--- config.mk ---
export PLATFORM = sky130hd
export DESIGN_NAME = sync_stuffed_packet_deframer
export DESIGN_NICKNAME = d
export VERILOG_FILES = /design/src/design/spdf_pkg.sv /design/src/design/sync_stuffed_packet_deframer.sv /design/src/design/spdf_fsm.sv
export SDC_FILE = /design/constraint.sdc
export NUM_CORES = 1
export LEC_CHECK = 0
export BUFFER_PORTS_ARGS = -buffer_cell sky130_fd_sc_hd__buf_2
export CORE_MARGIN = 3
export CORE_UTILIZATION = 45
export CTS_CLUSTER_DIAMETER = 50
export DETAILED_ROUTE_END_ITERATION = 7
export PLACE_DENSITY = 0.62
export SYNTH_ARGS = -nofsm -noshare
export SYNTH_HDL_FRONTEND = slang
export SYNTH_SLANG_ARGS = --single-unit
--- constraint.sdc ---
create_clock -name aclk -period 8.9 [get_ports aclk]
set_input_delay 1.78 -clock aclk [delete_from_list [all_inputs] [get_ports aclk]]
set_output_delay 1.78 -clock aclk [all_outputs]
set_load 0.1 [all_outputs]
--- src/design/spdf_pkg.sv ---
// Package: constants, state codes and shared types of the stuffed packet deframer.
`default_nettype none
package spdf_pkg;

    // Byte and field widths
    localparam int BYTE_W    = 8;
    localparam int KIND_W    = 2;
    localparam int INDEX_W   = 16;
    localparam int COUNT_W   = 17;
    localparam int STATE_W   = 4;
    localparam int CFG_IDX_W = 2;
    localparam int CFG_DW    = 8;

    // Framing bytes
    localparam logic [BYTE_W-1:0] SYNC_FIRST  = 8'h55;
    localparam logic [BYTE_W-1:0] SYNC_SECOND = 8'h33;
    localparam logic [BYTE_W-1:0] FILLER_BYTE = 8'hAA;

    // Result kinds
    localparam logic [KIND_W-1:0] KIND_BODY     = 2'd0;
    localparam logic [KIND_W-1:0] KIND_END_GOOD = 2'd1;
    localparam logic [KIND_W-1:0] KIND_END_BAD  = 2'd2;
    localparam logic [KIND_W-1:0] KIND_RAW      = 2'd3;

    // Configuration register indexes
    localparam logic [CFG_IDX_W-1:0] CFG_RAW_MODE   = 2'd0;
    localparam logic [CFG_IDX_W-1:0] CFG_RAW_LAST   = 2'd1;
    localparam logic [CFG_IDX_W-1:0] CFG_RAW_TRANS  = 2'd2;

    // Deframer states
    localparam logic [STATE_W-1:0] ST_SYNC1  = 4'd0;
    localparam logic [STATE_W-1:0] ST_SYNC2  = 4'd1;
    localparam logic [STATE_W-1:0] ST_LEN_LO = 4'd2;
    localparam logic [STATE_W-1:0] ST_BLANK1 = 4'd3;
    localparam logic [STATE_W-1:0] ST_LEN_HI = 4'd4;
    localparam logic [STATE_W-1:0] ST_BLANK2 = 4'd5;
    localparam logic [STATE_W-1:0] ST_BODY   = 4'd6;
    localparam logic [STATE_W-1:0] ST_FILLER = 4'd7;
    localparam logic [STATE_W-1:0] ST_CHECK  = 4'd8;

    // One result item plus its valid flag
    typedef struct packed {
        logic                valid;
        logic [KIND_W-1:0]   kind;
        logic [BYTE_W-1:0]   data_byte;
        logic [INDEX_W-1:0]  byte_index;
    } result_t;

    // Configuration write bundle
    typedef struct packed {
        logic                 wr_en;
        logic [CFG_IDX_W-1:0] index;
        logic [CFG_DW-1:0]    wdata;
    } cfg_wr_t;

endpackage
`default_nettype wire

--- src/design/sync_stuffed_packet_deframer.sv ---
// Top level: input register, deframer state machine and result register.
//
// Usage:
//   Input channel s_valid/s_ready/s_rx_byte carries one serial byte per item.
//   Result channel m_valid/m_ready carries m_kind, m_data_byte, m_byte_index:
//   body bytes with their index, frame end good/bad with the body count,
//   and raw bytes tagged with the raw transaction id.
//   Configuration: cfg_wr_en, cfg_index, cfg_wdata write one register per
//   cycle; the user must write only while the block is idle (not enforced).
// Timing:
//   An accepted item waits in the input register and is processed there when
//   the result register is free or being emptied; its result, if any, is
//   loaded into the result register and shows on the result channel from it.
//   Throughput is one item per cycle while m_ready keeps the result moving.
// Reset:
//   Hunting for sync, counters and registers cleared, raw mode off, both
//   internal registers empty.
// Stall:
//   While m_ready is low with a result held, one more item is taken into
//   the input register, then s_ready drops until the result is taken.
`default_nettype none
module sync_stuffed_packet_deframer (
    input  wire logic                           aclk,
    input  wire logic                           aresetn,
    input  wire logic                           s_valid,
    output logic                                s_ready,
    input  wire logic [spdf_pkg::BYTE_W-1:0]    s_rx_byte,
    output logic                                m_valid,
    input  wire logic                           m_ready,
    output logic [spdf_pkg::KIND_W-1:0]         m_kind,
    output logic [spdf_pkg::BYTE_W-1:0]         m_data_byte,
    output logic [spdf_pkg::INDEX_W-1:0]        m_byte_index,
    input  wire logic                           cfg_wr_en,
    input  wire logic [spdf_pkg::CFG_IDX_W-1:0] cfg_index,
    input  wire logic [spdf_pkg::CFG_DW-1:0]    cfg_wdata
);
    import spdf_pkg::*;

    logic               in_valid_reg;
    logic [BYTE_W-1:0]  in_byte_reg;
    logic               out_valid_reg;
    logic [KIND_W-1:0]  out_kind_reg;
    logic [BYTE_W-1:0]  out_data_reg;
    logic [INDEX_W-1:0] out_index_reg;
    logic               step;
    result_t            res;
    cfg_wr_t            cfg;

    assign cfg  = '{wr_en: cfg_wr_en, index: cfg_index, wdata: cfg_wdata};
    assign step = in_valid_reg && (!out_valid_reg || m_ready);

    assign s_ready      = !in_valid_reg || step;
    assign m_valid      = out_valid_reg;
    assign m_kind       = out_kind_reg;
    assign m_data_byte  = out_data_reg;
    assign m_byte_index = out_index_reg;

    // Input register
    always_ff @(posedge aclk) begin
        if (!aresetn) begin
            in_valid_reg <= 1'b0;
        end else if (s_valid && s_ready) begin
            in_valid_reg <= 1'b1;
        end else if (step) begin
            in_valid_reg <= 1'b0;
        end
    end

    always_ff @(posedge aclk) begin
        if (s_valid && s_ready) begin
            in_byte_reg <= s_rx_byte;
        end
    end

    spdf_fsm u_fsm (
        .aclk    (aclk),
        .aresetn (aresetn),
        .cfg     (cfg),
        .step    (step),
        .rx_byte (in_byte_reg),
        .res     (res)
    );

    // Result register
    always_ff @(posedge aclk) begin
        if (!aresetn) begin
            out_valid_reg <= 1'b0;
        end else if (step && res.valid) begin
            out_valid_reg <= 1'b1;
        end else if (m_ready) begin
            out_valid_reg <= 1'b0;
        end
    end

    always_ff @(posedge aclk) begin
        if (step && res.valid) begin
            out_kind_reg  <= res.kind;
            out_data_reg  <= res.data_byte;
            out_index_reg <= res.byte_index;
        end
    end

    // An empty result register never blocks the input
    a_ready_when_empty: assert property (@(posedge aclk) disable iff (!aresetn)
        !out_valid_reg |-> s_ready)
        else $error("input stalled with empty result register");

    // A held item keeps its byte until it is processed
    a_hold_input: assert property (@(posedge aclk) disable iff (!aresetn)
        (in_valid_reg && !step) |=> (in_valid_reg && $stable(in_byte_reg)))
        else $error("pending item lost");

    // A produced result lands in the result register
    a_result_loaded: assert property (@(posedge aclk) disable iff (!aresetn)
        (step && res.valid) |=> out_valid_reg)
        else $error("result dropped");

endmodule
`default_nettype wire

--- src/design/spdf_fsm.sv ---
// Deframer state machine: framing state, counters, checksum and raw-mode registers.
`default_nettype none
module spdf_fsm (
    input  wire logic                        aclk,
    input  wire logic                        aresetn,
    input  wire spdf_pkg::cfg_wr_t           cfg,
    input  wire logic                        step,
    input  wire logic [spdf_pkg::BYTE_W-1:0] rx_byte,
    output spdf_pkg::result_t                res
);
    import spdf_pkg::*;

    logic [STATE_W-1:0] state_reg, state_next;
    logic [INDEX_W-1:0] frame_length_reg, frame_length_next;
    logic [COUNT_W-1:0] counted_bytes_reg, counted_bytes_next;
    logic [BYTE_W-1:0]  running_sum_reg, running_sum_next;
    logic [INDEX_W-1:0] stored_index_reg, stored_index_next;
    logic               raw_active_reg, raw_active_next;
    logic               raw_last_reg, raw_last_next;
    logic [BYTE_W-1:0]  raw_trans_reg, raw_trans_next;

    logic [COUNT_W-1:0] count_inc;
    logic [BYTE_W-1:0]  sum_inc;
    logic               len_reached;

    assign count_inc   = counted_bytes_reg + COUNT_W'(1);
    assign sum_inc     = running_sum_reg + rx_byte;
    assign len_reached = count_inc >= {1'b0, frame_length_reg};

    // Per-byte state update and configuration register writes
    always_comb begin
        state_next         = state_reg;
        frame_length_next  = frame_length_reg;
        counted_bytes_next = counted_bytes_reg;
        running_sum_next   = running_sum_reg;
        stored_index_next  = stored_index_reg;
        raw_active_next    = raw_active_reg;
        raw_last_next      = raw_last_reg;
        raw_trans_next     = raw_trans_reg;
        res                = '0;

        if (step) begin
            unique case (state_reg)
                ST_SYNC2: begin
                    state_next = (rx_byte == SYNC_SECOND) ? ST_LEN_LO : ST_SYNC1;
                end
                ST_LEN_LO: begin
                    frame_length_next = {8'd0, rx_byte};
                    state_next        = ST_BLANK1;
                end
                ST_BLANK1: begin
                    state_next = (rx_byte != '0) ? ST_SYNC1 : ST_LEN_HI;
                end
                ST_LEN_HI: begin
                    frame_length_next = {rx_byte, frame_length_reg[BYTE_W-1:0]};
                    state_next        = ST_BLANK2;
                end
                ST_BLANK2: begin
                    if (rx_byte != '0 || frame_length_reg == '0) begin
                        state_next = ST_SYNC1;
                    end else begin
                        state_next         = ST_BODY;
                        running_sum_next   = '0;
                        counted_bytes_next = '0;
                        stored_index_next  = '0;
                    end
                end
                ST_BODY: begin
                    res.valid          = 1'b1;
                    res.kind           = KIND_BODY;
                    res.data_byte      = rx_byte;
                    res.byte_index     = stored_index_reg;
                    stored_index_next  = stored_index_reg + INDEX_W'(1);
                    counted_bytes_next = count_inc;
                    running_sum_next   = sum_inc;
                    if (rx_byte == SYNC_FIRST) begin
                        state_next = ST_FILLER;
                    end else if (len_reached) begin
                        state_next = ST_CHECK;
                    end
                end
                ST_FILLER: begin
                    running_sum_next   = sum_inc;
                    counted_bytes_next = count_inc;
                    if (rx_byte != FILLER_BYTE) begin
                        state_next = ST_SYNC1;
                    end else if (len_reached) begin
                        state_next = ST_CHECK;
                    end else begin
                        state_next = ST_BODY;
                    end
                end
                ST_CHECK: begin
                    res.valid      = 1'b1;
                    res.kind       = (running_sum_reg == rx_byte) ? KIND_END_GOOD
                                                                  : KIND_END_BAD;
                    res.byte_index = stored_index_reg;
                    state_next     = ST_SYNC1;
                end
                default: begin
                    // Hunting for the first sync byte, or passing raw bytes in raw mode; unknown codes land here too
                    state_next = ST_SYNC1;
                    if (raw_active_reg) begin
                        if (raw_last_reg) begin
                            raw_active_next = 1'b0;
                            raw_last_next   = 1'b0;
                        end
                        res.valid      = 1'b1;
                        res.kind       = KIND_RAW;
                        res.data_byte  = rx_byte;
                        res.byte_index = {8'd0, raw_trans_reg};
                    end else if (rx_byte == SYNC_FIRST) begin
                        state_next = ST_SYNC2;
                    end
                end
            endcase
        end

        // Register writes must arrive only while idle; the block itself does not enforce it
        if (cfg.wr_en) begin
            unique case (cfg.index)
                CFG_RAW_MODE:  raw_active_next = cfg.wdata[0];
                CFG_RAW_LAST:  raw_last_next   = cfg.wdata[0];
                CFG_RAW_TRANS: raw_trans_next  = cfg.wdata;
                default: ;
            endcase
        end
    end

    // State registers
    always_ff @(posedge aclk) begin
        if (!aresetn) begin
            state_reg         <= ST_SYNC1;
            frame_length_reg  <= '0;
            counted_bytes_reg <= '0;
            running_sum_reg   <= '0;
            stored_index_reg  <= '0;
            raw_active_reg    <= 1'b0;
            raw_last_reg      <= 1'b0;
            raw_trans_reg     <= '0;
        end else begin
            state_reg         <= state_next;
            frame_length_reg  <= frame_length_next;
            counted_bytes_reg <= counted_bytes_next;
            running_sum_reg   <= running_sum_next;
            stored_index_reg  <= stored_index_next;
            raw_active_reg    <= raw_active_next;
            raw_last_reg      <= raw_last_next;
            raw_trans_reg     <= raw_trans_next;
        end
    end

    // Inside the body the count stays below the length
    a_body_count: assert property (@(posedge aclk) disable iff (!aresetn)
        (state_reg == ST_BODY) |-> (counted_bytes_reg < {1'b0, frame_length_reg}))
        else $error("body count reached frame length");

    // A filler never follows more than the full length
    a_filler_count: assert property (@(posedge aclk) disable iff (!aresetn)
        (state_reg == ST_FILLER) |-> (counted_bytes_reg <= {1'b0, frame_length_reg}))
        else $error("filler count beyond frame length");

    // A non-zero blank drops back to hunting
    a_blank_abort: assert property (@(posedge aclk) disable iff (!aresetn)
        (step && !cfg.wr_en && (state_reg == ST_BLANK1 || state_reg == ST_BLANK2)
         && rx_byte != '0) |=> (state_reg == ST_SYNC1))
        else $error("non-zero blank did not abort");

endmodule
`default_nettype wire

Word-level counts from Yosys, hierarchy flattened
Index checks and enable logic that the tools add are counted.
{"block": "op_classes", "n_lt_le_gt_ge": 1, "reduce_logical": 27, "bitwise": 1, "muxes": 38, "add_sub_neg": 3, "eq_ne": 16}
{"cell": "one-hot mux 16 bit (2 select lines)", "count": 3}
{"cell": "two-way mux 27 bit", "count": 2}
{"cell": "one-hot mux 17 bit (2 select lines)", "count": 1}
{"cell": "one-hot mux 4 bit (8 select lines)", "count": 1}
{"cell": "one-hot mux 8 bit (2 select lines)", "count": 2}
{"cell": "adder 17 x 1 -> 17 bit (second input constant)", "count": 1}
{"cell": ">= comparator 17 x 16 -> 1 bit", "count": 1}
{"cell": "two-way mux 1 bit", "count": 17}
{"cell": "two-way mux 17 bit", "count": 1}
{"cell": "adder 16 x 1 -> 16 bit (second input constant)", "count": 1}
{"cell": "== test 4 x 3 -> 1 bit (second input constant)", "count": 4}
{"cell": "zero test 16 bit", "count": 1}
{"cell": "two-way mux 16 bit", "count": 1}
{"cell": "two-way mux 4 bit", "count": 4}
{"cell": "nonzero test 2 bit", "count": 5}
{"cell": "one-hot mux 3 bit (3 select lines)", "count": 1}
{"cell": "AND reduction 3 bit", "count": 3}
{"cell": "adder 8 bit", "count": 1}
{"cell": "== test 4 x 2 -> 1 bit (second input constant)", "count": 2}
{"cell": "== test 8 x 6 -> 1 bit (second input constant)", "count": 1}
{"cell": "== test 8 x 7 -> 1 bit (second input constant)", "count": 1}
{"cell": "== test 8 bit", "count": 1}
{"cell": "two-way mux 8 bit", "count": 1}
{"cell": "!= test 8 bit (second input constant)", "count": 1}
{"cell": "19 further kinds", "count": 29}
{"block": "word_totals", "output_inout_bits": 28, "wordCells": 101, "ff_bits": 107, "inputBits": 23}

Logic depth before layout (Yosys ltp)
{"block": "depth", "depth_word": 6, "ltp_mapped": 13, "depth_no_buf": 12}

Modules after synthesis
Synthesis repeated with hierarchy kept, for this count alone.
{"block": "unflattened", "hier_cells": 603, "hier_area_um2": 5656.7}
{"module": "spdf_fsm", "cells_per_inst": 556, "seq_area_each_um2": 1421.4, "area_per_inst_um2": 4523.1, "instances": 1}
{"module": "sync_stuffed_packet_deframer", "cells_per_inst": 47, "seq_area_each_um2": 1061.0, "area_per_inst_um2": 1133.6, "instances": 1}

Worst setup path after synthesis
OpenSTA, ideal clock, no wires.
{"block": "synth_path", "kind": "input-to-output", "from": "in m_ready", "to": "out s_ready", "arrival_time_ns": 2.669, "setup_slack_ns": 4.451, "required_time_ns": 7.120, "path_stages": 2, "path_buffers": 0, "cell_sequence": "nor2b_1 > nand2_1"}
{"block": "synth_via", "elab_chain_cells": 3}
{"item": "start: declaration", "line": "sync_stuffed_packet_deframer.sv:29", "source": "input wire logic m_ready,"}
{"item": "logical OR 1 bit", "line": "sync_stuffed_packet_deframer.sv:50", "source": "assign step = in_valid_reg && (!out_valid_reg || m_ready);"}
{"item": "logical AND 1 bit", "line": "sync_stuffed_packet_deframer.sv:50"}
{"item": "logical OR 1 bit", "line": "sync_stuffed_packet_deframer.sv:52", "source": "assign s_ready = !in_valid_reg || step;"}
{"item": "end: declaration", "line": "sync_stuffed_packet_deframer.sv:26", "source": "output logic s_ready,"}
Every way passes these cells.

Worst setup path in the final report
Same ends and word-level chain as after synthesis.

==> flow_summary.rst <==
.. list-table::
   :header-rows: 1

   * - Metric
     - Value
   * - Antenna-violating nets left
     - 0
   * - Pwr dens
     - 151.9 nW/um2
   * - Lkg Pwr
     - 2.491 nW
   * - Hold Crit Endpoint
     - u_fsm.running_sum_reg[2]$_SDFFE_PN0P_
   * - Resized Gates After CTS
     - 0
   * - Global-route wire length before repair
     - 20,830 um
   * - Max-slew violation count
     - 0
   * - Share of async-settable or async-resettable flops after synthesis
     - 0%
   * - Routed length per instance
     - 15.40 um
   * - Arrival @ worst endpoint
     - 2.61 ns
   * - Core Util, Final
     - 53.03%
   * - Number of different library cells in the post-synthesis netlist
     - 65
   * - Status
     - completed
   * - Predominant post-synthesis flop cell
     - sky130_fd_sc_hd__dfxtp_1
   * - Number of instances in the synthesized netlist
     - 609
   * - Maximum number of pins on one net before global-route repair
     - 60
   * - Final-report hold violation count
     - 0
   * - Area of the core region
     - 11,760 um2
   * - Growth of design area from synthesis to finish
     - 12.08%
   * - Yosys synthesis warning count
     - 0
   * - Total nets after synthesis
     - 658
   * - Die area
     - 13,730 um2
   * - Via count
     - 4,515
   * - Register-to-register setup slack
     - 5.30 ns
   * - Number of antenna violations at the first check in global routing
     - 0
   * - Clock Skew
     - 0.006783 ns
   * - Clock root buffer
     - sky130_fd_sc_hd__clkbuf_16
   * - Routed WL
     - 12,570 um
   * - Clock sink count
     - 107
   * - Quantity of I/O buffers inserted on ports
     - 50
   * - Die X
     - 117.2 um
   * - Capture instance of the worst register-to-register path
     - u_fsm.state_reg[1]$_SDFFE_PN0P_
   * - Worst reg2reg path startpoint
     - u_fsm.counted_bytes_reg[0]$_SDFFE_PN0P_
   * - Clock latency at the later pin of the worst-skew pair
     - 0.35 ns
   * - All-layer global routing usage
     - 19.49%
   * - Final HPWL from detailed placement
     - 9026 um
   * - Starting utilization of the core area
     - 47.31%
   * - Hold Path Stages
     - 2
   * - Leading area contributor after synthesis
     - sky130_fd_sc_hd__dfxtp_1
   * - Main area contributors after synthesis
     - sky130_fd_sc_hd__dfxtp_1 26%, sky130_fd_sc_hd__edfxtp_1 18%, sky130_fd_sc_hd__ha_1 5.6%
   * - H-Tree Depth
     - 3
   * - Portion of total power attributed to sequential cells
     - 54.0%
   * - Final critical delay including setup and external delays
     - 4.390 ns
   * - Internal power contribution
     - 0.0007381 W
   * - Buffer levels on the longest clock path
     - 2
   * - Clock transition at path regs
     - 0.07 ns
   * - Kind of end point of the critical path
     - output pin
   * - R2R cell count
     - 12
   * - Antenna cells
     - 0
   * - I/O Pins
     - 51
   * - Number of violations of the max-capacitance limit
     - 0
   * - Worst slew pin tran
     - 1.034 ns
   * - Number of buffers added by the clock tree synthesis step
     - 9
   * - M3 GR Usage
     - 5.450%
   * - Classification of the worst-slack hold path
     - reg -> reg
   * - CTS tree
     - yes
   * - Number of nets in the layout
     - 696
   * - CP max FO
     - 6
   * - Average size of a mapped cell
     - 9.136 um2
   * - RSZ-0062 raised after global routing
     - false
   * - Worst slew margin relative to its limit
     - 30.74%
   * - Yosys top cell area share
     - 26.26%
   * - Switching power
     - 0.0002093 W
   * - Count of flip-flops with a built-in enable after synthesis
     - 34
   * - Net switching share of the total power
     - 22.10%
   * - Part of the Yosys area used for sequential elements
     - 44.61%
   * - Setup crit start kind
     - input port
   * - Data required time at the worst endpoint
     - 7.12 ns
   * - Synth Register Bits
     - 107
   * - Vias in the first global route
     - 4,311
   * - Worst Path Class, Setup
     - in -> out
   * - Chip Height
     - 117.2 um
   * - Global route overflow
     - 0
   * - Vias per Instance
     - 5.533
   * - Placer congestion estimate
     - 0.8680
   * - Final Cycle Share
     - 49.33%
   * - Layout cell share with drive strength beyond 1
     - 13.04%
   * - Hold-fix buffers, CTS
     - 0
   * - Maximum clock rate
     - 227.8 MHz
   * - Post-CTS Setup Repair Bufs
     - 0
   * - Startpoint of the lowest-slack hold path
     - u_fsm.running_sum_reg[2]$_SDFFE_PN0P_
   * - Post-synth design cell area
     - 5564 um2
   * - Setup TNS after final layout
     - 0 ns
   * - Max reg flops
     - 17
   * - Relative contribution of combinational cells to total power
     - 3.1%
   * - Largest voltage drop on the vdd net
     - 0.1211 mV
   * - GRT met1 Usage
     - 25.76%
   * - Setup Viol. Count Final
     - 0
   * - DR iter-0 viols
     - 312
   * - Number of remaining DRC errors
     - 0
   * - Pre-Repair DR Iteration Count
     - 5
   * - GR peak layer
     - met2
   * - Routing usage on met2
     - 31.45%
   * - FP Rows
     - 39
   * - Share of power burned in the clock network
     - 42.9%
[power groups by stage]
stage                     combinational, W  clock, W  sequential [W]
after floorplan                  0.0000177         0        0.000521
after global placement           0.0000283         0        0.000523
after detailed placement         0.0000290         0        0.000523
after CTS                        0.0000292  0.000419        0.000512
after global routing             0.0000320  0.000439        0.000512
final                            0.0000289  0.000407        0.000512
[layout by cell type, fill, tap and decap left out, types with 20 or more instances in the layout]
master / instances
sky130_fd_sc_hd__o21ai_0: 20
sky130_fd_sc_hd__ha_1: 25
sky130_fd_sc_hd__and2_1: 20
sky130_fd_sc_hd__nor2_1: 83
sky130_fd_sc_hd__buf_2: 50
sky130_fd_sc_hd__inv_1: 34
sky130_fd_sc_hd__nand2_1: 36
sky130_fd_sc_hd__a21oi_1: 41
sky130_fd_sc_hd__dfxtp_1: 73
sky130_fd_sc_hd__edfxtp_1: 34
sky130_fd_sc_hd__xnor2_1: 23
sky130_fd_sc_hd__nor4_1: 20
[Yosys cell counts (4+ instances only)]
cell,n
sky130_fd_sc_hd__a22o_1,8
sky130_fd_sc_hd__and3_1,7
sky130_fd_sc_hd__nand2_1,36
sky130_fd_sc_hd__o21a_1,5
sky130_fd_sc_hd__nor4_1,20
sky130_fd_sc_hd__nor2b_1,5
sky130_fd_sc_hd__xnor2_1,23
sky130_fd_sc_hd__inv_1,34
sky130_fd_sc_hd__or3_1,11
sky130_fd_sc_hd__buf_2,6
sky130_fd_sc_hd__nand3_1,18
sky130_fd_sc_hd__ha_1,25
sky130_fd_sc_hd__a21oi_1,41
sky130_fd_sc_hd__xor2_1,8
sky130_fd_sc_hd__dfxtp_1,73
sky130_fd_sc_hd__nor2_1,83
sky130_fd_sc_hd__a31oi_1,4
sky130_fd_sc_hd__nand3b_1,4
sky130_fd_sc_hd__nor3_1,15
sky130_fd_sc_hd__o21ai_0,20
sky130_fd_sc_hd__edfxtp_1,34
sky130_fd_sc_hd__a21o_1,4
sky130_fd_sc_hd__clkbuf_1,18
sky130_fd_sc_hd__a22oi_1,12
sky130_fd_sc_hd__and2_1,20
sky130_fd_sc_hd__nand2b_1,6
sky130_fd_sc_hd__mux2i_1,15
sky130_fd_sc_hd__nand4_1,7
[layer usage]
layer | wire length (um) | up-vias
li1 | - | 2255
met1 | 5943 | 2146
met2 | 5855 | 105
met3 | 642 | 9
met4 | 127 | 0
met5 | 0 | -
[metrics by stage]
| stage | area (um2) | power (W) | instances | setup WS, ns | hold WS (ns) |
|---|---|---|---|---|---|
| floorplan | 5564 | 0.0005384 | 609 | 4.451 | 0.4356 |
| global placement | 5929 | 0.0005513 | 800 | 4.528 | 0.4452 |
| detailed placement | 5929 | 0.0005518 | 800 | 4.498 | 0.4536 |
| CTS | 6236 | 0.0009594 | 816 | 4.500 | 0.4666 |
| global route | 6236 | 0.0009833 | 816 | 4.446 | 0.5143 |
| finish | 6236 | 0.0009474 | 816 | 4.510 | 0.4723 |
[worst max-delay path: stages]
cell	delay, ns
sky130_fd_sc_hd__buf_2	0.09
sky130_fd_sc_hd__nor2b_1	0.32
sky130_fd_sc_hd__nand2_1	0.11
sky130_fd_sc_hd__buf_2	0.30
[worst max-delay path by stage]
stage	startpoint	end	cells after the start
after floorplan	m_ready	s_ready	2
after global placement	m_ready	s_ready	4
after detailed placement	m_ready	s_ready	4
after CTS	m_ready	s_ready	4
after global routing	m_ready	s_ready	4
final	m_ready	s_ready	4
[cells by family after synthesis]
group | synth area share, %
flops | 44.61
buf+inv | 4.317
fa+ha+maj | 5.982
simple gates | 23.57
xor+xnor | 4.880
compound gates | 13.94
mux | 2.698
[layout make-up]
cell class                 instances  area, um2
clock inverter                     7      81.33
timing repair buffer              53      272.8
tap                              164      205.2
sequential                       107       2482
clock buffer                       9      225.2
multi-input combinational        442       2841
inverter                          34      127.6
fill                            1078       5524
Note: power is estimated with default switching activity, not from simulation.
